File: config.mk
export PLATFORM = sky130hd
export DESIGN_NAME = lkct_cell
export DESIGN_NICKNAME = d
export VERILOG_FILES = /design/src/design/lkct_pkg.sv /design/src/design/lkct_cell.sv
export SDC_FILE = /design/constraint.sdc
export NUM_CORES = 1
export LEC_CHECK = 0
export BUFFER_PORTS_ARGS = -buffer_cell sky130_fd_sc_hd__buf_2
export CORE_MARGIN = 2
export CORE_UTILIZATION = 44
export DETAILED_ROUTE_END_ITERATION = 7
export PLACE_DENSITY_LB_ADDON = 0.1
export SETUP_SLACK_MARGIN = 0.05
export SLEW_MARGIN = 20
export SYNTH_ARGS = -nofsm -noshare
export SYNTH_HDL_FRONTEND = slang
export SYNTH_SLANG_ARGS = --single-unit
File: constraint.sdc
create_clock -name i_clk -period 5.7 [get_ports i_clk]
set_input_delay 0 -clock i_clk [delete_from_list [all_inputs] [get_ports i_clk]]
set_output_delay 0 -clock i_clk [all_outputs]
set_load 0.02 [all_outputs]
File: src/design/lkct_pkg.sv
// ---------------------------------------------------------------------------
// lkct_pkg
// Shared types and constants of the keyed LRU cache table: payload beats,
// status codes, the link passed along the cell chain and the cell command.
// ---------------------------------------------------------------------------
`default_nettype none

package lkct_pkg;

    // Default number of cells in the table.
    localparam int LKCT_CAPACITY = 16;

    // Cell indices travel at a fixed width that covers the largest table.
    localparam int LKCT_IDX_W = 8;

    // Reset value of the entry limit register.
    localparam logic [4:0] LKCT_MAX_RESET = 5'd16;

    // Register indices of the configuration port.
    localparam logic LKCT_REG_LIMIT = 1'b0;

    // Action codes of an input beat.
    localparam logic ACT_ACCESS = 1'b0;
    localparam logic ACT_TRIM   = 1'b1;

    // Status codes of a result beat.
    localparam logic [2:0] ST_HIT       = 3'd0;
    localparam logic [2:0] ST_INSERTED  = 3'd1;
    localparam logic [2:0] ST_LOAD_FAIL = 3'd2;
    localparam logic [2:0] ST_DROPPED   = 3'd3;
    localparam logic [2:0] ST_TRIM_DONE = 3'd4;

    // Input beat.
    typedef struct packed {
        logic        action;
        logic [63:0] lookup_key;
        logic        load_ok;
    } t_req;

    // Result beat.
    typedef struct packed {
        logic [2:0] status;
        logic [3:0] slot;
        logic [4:0] evicted_count;
    } t_rsp;

    // Running search results handed from one cell to the next.
    typedef struct packed {
        logic                  match_found;
        logic [LKCT_IDX_W-1:0] match_idx;
        logic                  free_found;
        logic [LKCT_IDX_W-1:0] free_idx;
        logic                  min_found;
        logic [63:0]           min_stamp;
        logic [LKCT_IDX_W-1:0] min_idx;
    } t_link;

    // Operation applied to one cell.
    typedef enum logic [1:0] {
        OP_NONE   = 2'd0,
        OP_TOUCH  = 2'd1,
        OP_INSERT = 2'd2,
        OP_EVICT  = 2'd3
    } t_cell_op;

    // Command broadcast to all cells; only the addressed cell acts.
    typedef struct packed {
        t_cell_op              op;
        logic [LKCT_IDX_W-1:0] idx;
        logic [63:0]           key;
        logic [63:0]           stamp;
    } t_cell_cmd;

endpackage

`default_nettype wire

File: src/design/lkct_cell.sv
// ---------------------------------------------------------------------------
// lkct_cell
// One table entry: valid bit, key and use stamp. It merges its own entry into
// the running search results from the previous cell and registers them for
// the next cell, and applies the broadcast command when addressed.
// ---------------------------------------------------------------------------
`default_nettype none

module lkct_cell #(
    parameter int INDEX = 0
) (
    input  wire                      i_clk,
    input  wire                      i_rst_n,
    input  wire [63:0]               i_key,
    input  lkct_pkg::t_link          i_link,
    input  lkct_pkg::t_cell_cmd      i_cmd,
    output lkct_pkg::t_link          o_link
);
    import lkct_pkg::*;

    logic        r_valid;
    logic [63:0] r_key;
    logic [63:0] r_stamp;
    t_link       r_link;
    t_link       n_link;

    logic w_sel;
    logic w_hit;
    logic w_older;

    assign w_sel   = (i_cmd.idx == LKCT_IDX_W'(INDEX));
    assign w_hit   = r_valid && (r_key == i_key);
    assign w_older = r_valid && (!i_link.min_found || (r_stamp < i_link.min_stamp));

    // Merge this entry into the search results; lower cells win ties.
    always_comb begin
        n_link = i_link;
        if (!i_link.match_found && w_hit) begin
            n_link.match_found = 1'b1;
            n_link.match_idx   = LKCT_IDX_W'(INDEX);
        end
        if (!i_link.free_found && !r_valid) begin
            n_link.free_found = 1'b1;
            n_link.free_idx   = LKCT_IDX_W'(INDEX);
        end
        if (w_older) begin
            n_link.min_found = 1'b1;
            n_link.min_stamp = r_stamp;
            n_link.min_idx   = LKCT_IDX_W'(INDEX);
        end
    end

    // Link register towards the next cell.
    always_ff @(posedge i_clk) begin
        if (!i_rst_n) begin
            r_link <= '0;
        end else begin
            r_link <= n_link;
        end
    end

    // Valid bit follows insert and evict commands.
    always_ff @(posedge i_clk) begin
        if (!i_rst_n) begin
            r_valid <= 1'b0;
        end else if (w_sel) begin
            case (i_cmd.op)
                OP_INSERT: r_valid <= 1'b1;
                OP_EVICT:  r_valid <= 1'b0;
                default:   r_valid <= r_valid;
            endcase
        end
    end

    // Key and stamp storage needs no reset.
    always_ff @(posedge i_clk) begin
        if (w_sel) begin
            case (i_cmd.op)
                OP_INSERT: begin
                    r_key   <= i_cmd.key;
                    r_stamp <= i_cmd.stamp;
                end
                OP_TOUCH: begin
                    r_stamp <= i_cmd.stamp;
                end
                default: begin
                    r_stamp <= r_stamp;
                end
            endcase
        end
    end

    assign o_link = r_link;

endmodule

`default_nettype wire

==> results of run 1 <==
critical path, stage by stage (launching register included):
cell      delay (ns)
edfxtp_1        0.40
ha_1            0.30
a21oi_1         0.14
o21ai_0         0.09
a221oi_1        0.43
nor4_2          0.11
o32ai_1         0.35
o31a_4          0.83
buf_4           0.46
mux2i_1         0.26
cell type report:
type / instances / share of cell area
antenna: 1 / 0.000167
clock buffer: 35 / 0.0476
clock inverter: 11 / 0.00625
inverter: 75 / 0.0187
multi-input combinational: 486 / 0.237
sequential: 220 / 0.379
tap: 280 / 0.0233
timing repair buffer: 626 / 0.288
metal layers:
| metal | GRT usage | wire length (µm) |
|---|---|---|
| met5 | 0 | 0 |
| met4 | 0.0763 | 799 |
| met3 | 0.0455 | 1670 |
| met2 | 0.421 | 14000 |
| met1 | 0.272 | 11300 |
worst paths after layout:
path | end | start | depth (start not counted) | slack, ns
hold reg to reg | o_link[39] | r_stamp[31] | 2 | 0.54
setup / recovery | o_link[13] | r_stamp[33] | 9 | 2.23
hold / removal | o_link[90] | i_key[56] | 6 | 0.07
setup reg to reg | o_link[13] | r_stamp[33] | 9 | 2.23
layout by cell type (no fill, tap or decap), types with 6 or more instances in the layout:
cell | Yosys | final
nand4_1 | 13 | 13
mux2i_1 | 64 | 64
nor4_1 | 9 | 9
a21oi_1 | 23 | 23
ha_1 | 65 | 65
xnor2_1 | 13 | 13
dfxtp_1 | 92 | 92
buf_2 | 0 | 384
nand2_1 | 148 | 148
o21ai_0 | 7 | 7
clkbuf_16 | 0 | 26
xor2_1 | 36 | 36
and2_1 | 16 | 15
nor2b_1 | 8 | 8
edfxtp_1 | 128 | 128
clkbuf_1 | 16 | 6
inv_1 | 75 | 75
dlygate4sd3_1 | 0 | 237
and3b_1 | 8 | 8
nor2_1 | 8 | 8
cell families (layout without fill, tap and decap cells):
logic type | count (synthesis) | count (layout) | synth area share
multiplexers | 64 | 64 | 0.0659
buffers and inverters | 99 | 747 | 0.0511
other | 0 | 1 | 0
adder cells (fa/ha/maj) | 65 | 65 | 0.0836
AND/OR/NAND/NOR | 239 | 239 | 0.120
XOR/XNOR | 49 | 49 | 0.0441
AO/OA/AOI/OAI | 69 | 69 | 0.0504
flip-flops | 220 | 220 | 0.585
registers in the layout, indices dropped and copies added, names as in the netlist:
register / flops
r_key: 64
r_stamp: 64
r_valid: 1
o_link: 91
per-stage QoR:
step / total power [µW] / instances
after floorplan: 1910 / 805
after global placement: 2080 / 1450
after detailed placement: 2080 / 1450
after CTS: 3790 / 1733
after global routing: 3910 / 1734
final: 3760 / 1734
timing repair:
action,in CTS,in global routing
gates resized for setup,0,0
hold buffers,237,0
setup buffers,0,0
hold endpoints to repair,220,0
setup endpoints to repair,0,0
power groups by stage:
stage	sequential [µW]	clock (µW)	combinational (µW)
final	1720	1570	462
after CTS	1720	1610	457
after detailed placement	1760	0	326
after global routing	1730	1680	504
after floorplan	1800	0	112
after global placement	1760	0	322
==> flow_summary.json, run 1 <==
{
  "outcome": "complete, no violations",
  "required_ns": 6.13,
  "grt_pass1_wl_mm": 43.2,
  "synth_cell_types": 53,
  "p_clk_frac": 0.418,
  "syn_nets": 1165,
  "synthCells": 805,
  "core_um2": 21800,
  "regArea_um2": 5690,
  "die_height_um": 153,
  "grt_max_degree": 103,
  "seq_power_share": 0.459,
  "drc_errors": 0,
  "synthArstFlopShare": 0,
  "multi_input_area_um2": 3560,
  "gp_congestion": 0.837,
  "die_x_um": 153,
  "wl_per_cell_um": 16.0,
  "hold_viol": 0,
  "yosysMostFrequentCell": "nand2_1",
  "routed_wl_mm": 27.8,
  "p_leak_uw": 0.00681,
  "hpwl_mm": 18.5,
  "synth_commonest_cells": "nand2_1 (148), edfxtp_1 (128), dfxtp_1 (92)",
  "netlist_area_um2": 9730,
  "internal-power_uw": 2890,
  "synth_edf_count": 128,
  "syn_area_per_cell_um2": 12.1,
  "clock_skew_ns": 0.0153,
  "placed_cell_area_um2": 11800,
  "dr.pass1.iters": 6,
  "row_count": 54,
  "final_util": 0.690,
  "grt_overflow_total": 0,
  "synthFlopType": "edfxtp_1",
  "hold_class": "input port to flip-flop",
  "max_cap_viol_count": 0,
  "htree_levels": 1,
  "post-place-ws_ns": 2.17,
  "cts.path.max_buffers": 3,
  "drive_above_1_share": 0.303,
  "maxSlewViolCount": 0,
  "crit_arrival_ns": 3.89,
  "initial_utilization": 0.447,
  "vdd_drop_max_uv": 220,
  "startpoint_type": "flip-flop",
  "ys_seq_area_frac": 0.585,
  "worst_slew_pin_slew_ns": 0.998,
  "synthTopCellsByArea": "edfxtp_1 (40%), dfxtp_1 (19%), ha_1 (8.4%)",
  "hold_ws_ns": 0.0688,
  "numPortBuffers": 385,
  "ys_ff_latch": 220,
  "crit_fanout": 55,
  "fin_nets": 1794,
  "grtUsageTotal": 0.231,
  "clk_pin_slew_ns": 0.06,
  "syn2layout_area_growth_pct": 54.4,
  "clk_latency_ns": 0.52,
  "maxSlewHeadroom": 0.334,
  "cts_root_buf": "clkbuf_16",
  "ant_nets": 0,
  "p_comb_frac": 0.123,
  "die_area_um2": 23300,
  "synth_top_cell_by_area": "edfxtp_1",
  "antenna_found_initial": 1,
  "worstSetupPathType": "flip-flop to flip-flop",
  "grt_pass1_vias": 8568,
  "p_switching_uw": 863,
  "rsz0062_at_grt": "no",
  "min_period_ns": 3.47,
  "numCtsBuffers": 25,
  "drt_iter0_drc": 285,
  "final_area_um2": 15000,
  "ys_warn_count": 0,
  "min_period_over_period": 0.608,
  "setup_viol": 0,
  "via_count": 8205,
  "viasPerCell": 4.73,
  "fin_tns_setup_ns": 0,
  "n_fill_cell": 1582,
  "cts_tree": "built",
  "fmax_ghz": 0.288,
  "swShare": 0.230,
  "num_io_pins": 386,
  "yosys.area.top_type_share": 0.395,
  "crit_path_end_kind": "flip-flop",
  "worst_slack_ns": 2.23,
  "cts_sinks": 220,
  "p_per_area_nw_per_um2": 250
}
No activity file was read; power rests on OpenSTA's default activity.
==> inputs of run 2 (changes only) <==
- CORE_UTILIZATION: 44 -> 45
- clock period: 5.7 -> 3.2 ns (I/O delays scaled with it)
==> run 2 against run 1 <==
Against the previous run:
- final cell count shrank 0.52%
- sequential power increased by 78%
- sequential share of layout area grew 0.18 points
- global-route usage grew 0.38 points
- die area decreased by 2.2%
- flip-flop and latch count unchanged
- first-iteration DRC count up 6.7%
- register-to-register slack worse by 1.9 ns
==> flow_summary.json, run 2 (synthesis gave the netlist of run 1 again) <==
{
  "outcome": "complete, no violations",
  "numPortBuffers": 385,
  "fin_tns_setup_ns": 0,
  "postCtsHoldBufs": 229,
  "ant_nets": 0,
  "rsz0062_at_grt": "no",
  "cts_root_buf": "clkbuf_16",
  "numCtsBuffers": 25,
  "final_common_cell": "buf_2",
  "setup_viol": 0,
  "fmax_ghz": 0.348,
  "core_um2": 21100,
  "crit_family": "simple AND/OR/NAND/NOR gates",
  "dr.pass1.iters": 4,
  "hold_class": "input port to flip-flop",
  "row_count": 53,
  "finalPower_uw": 6520,
  "min_period_over_period": 0.898,
  "clock_skew_ns": 0.00925,
  "routed_wl_mm": 27.7,
  "final_cell_mix": "buf_2 (384), dlygate4sd3_1 (229), nand2_1 (148), edfxtp_1 (128), dfxtp_1 (92)",
  "required_ns": 3.59,
  "vdd_drop_max_uv": 411,
  "worstSetupPathType": "flip-flop to flip-flop",
  "clk_latency_ns": 0.51,
  "grt_overflow_total": 0,
  "die_area_um2": 22800,
  "drt_iter0_drc": 304,
  "startpoint_type": "flip-flop",
  "cts.path.max_buffers": 3,
  "n_fill_cell": 1474,
  "hpwl_mm": 18.7,
  "worst_slew_pin_slew_ns": 0.841,
  "crit_arrival_ns": 3.26,
  "layoutNonFillerInstCount": 1725,
  "clk_pin_slew_ns": 0.06,
  "post_cts_buffers": 0,
  "cts_sinks": 220,
  "p_leak_uw": 0.00677,
  "wl_per_cell_um": 16.1,
  "num_io_pins": 386,
  "grt_pass1_wl_mm": 41.7,
  "max_cap_viol_count": 0,
  "multi_input_area_um2": 3560,
  "crit_fanout": 8,
  "drc_errors": 0,
  "grtUsageTotal": 0.235,
  "path_cells": "nor2b_1 > a2111o_1 > nor4b_1 > nand4_1 > or4_4 > o21a_4 > and2_1 > dlygate4sd3_1",
  "die_x_um": 151,
  "drive_above_1_share": 0.302,
  "crit_path_end_kind": "flip-flop",
  "slowest_stage": "dlygate4sd3_1",
  "maxSlewViolCount": 0,
  "initial_utilization": 0.461,
  "htree_levels": 1,
  "p_per_area_nw_per_um2": 436,
  "hold_viol": 0,
  "via_count": 8244,
  "min_period_ns": 2.87,
  "placed_cell_area_um2": 11900,
  "maxSlewHeadroom": 0.439,
  "worst_path_largest_cell_delay_ns": 0.56,
  "cts_tree": "built",
  "regArea_um2": 5690,
  "cts-resized-gates": 0,
  "dp.cells": 1446,
  "gp_congestion": 0.800,
  "antenna_found_initial": 3,
  "final_area_um2": 14900,
  "die_height_um": 151,
  "viasPerCell": 4.78,
  "fin_nets": 1787,
  "grt_pass1_vias": 8474,
  "syn2layout_area_growth_pct": 53.7,
  "grt_max_degree": 83,
  "largest_reg_flops": 91,
  "crit_buf_inv": 1
}
[run 2: cell count changes in the layout (fill, tap and decap cells not counted), sizes merged]
cell and change:
inv -2, clkinv +1, diode +4, bufinv -1, clkbuf +4, clkinvlp -3
buf +1, dlygate4sd3 -8
[run 2: path summary, 6_finish.rpt]
check	from	end	slack, ns	cells after the start
min reg2reg	r_stamp[34]	o_link[42]	0.54	2
max reg2reg	r_key[18]	o_link[83]	0.33	8
max	r_key[18]	o_link[83]	0.33	8
min	i_cmd[131]	r_valid	0.05	5
[run 2: area by class of cell]
| cell class | instances | share of cell area |
|---|---|---|
| Sequential cell | 220 | 0.380 |
| Multi-Input combinational cell | 486 | 0.238 |
| Clock buffer | 39 | 0.0474 |
| Inverter | 75 | 0.0188 |
| Tap cell | 275 | 0.0230 |
| Antenna cell | 5 | 0.000837 |
| Timing Repair Buffer | 619 | 0.289 |
| Clock inverter | 6 | 0.00201 |
[run 2: per-layer routing]
metal | global-route usage | share of wire | vias up
met5 | 0 | 0 | -
met4 | 0.0991 | 0.041 | 0
met3 | 0.0569 | 0.066 | 67
met2 | 0.432 | 0.52 | 320
met1 | 0.257 | 0.37 | 3794
li1 | - | - | 4063
[run 2: through the flow]
step	hold slack, ns	utilization	setup WS, ns
final	0.0464	0.709	0.327
after global routing	0.107	0.709	0.215
after CTS	0.0235	0.708	0.388
after detailed placement	0.178	0.564	0.516
after global placement	0.176	0.564	0.591
after floorplan	0.0989	-	0.483
[run 2: power breakdown]
part / switching [µW] / internal (µW) / leakage, µW
Combinational: 365 / 457 / 0.00449
Clock: 1110 / 1510 / 0.000366
Sequential: 17.4 / 3050 / 0.00192
Total: 1490 / 5020 / 0.00677
[run 2: worst min-delay path: stages]
cell	delay, ns
buf_2	0.07
or4_1	0.18
nor2_1	0.08
nand2_1	0.07
o211a_1	0.13
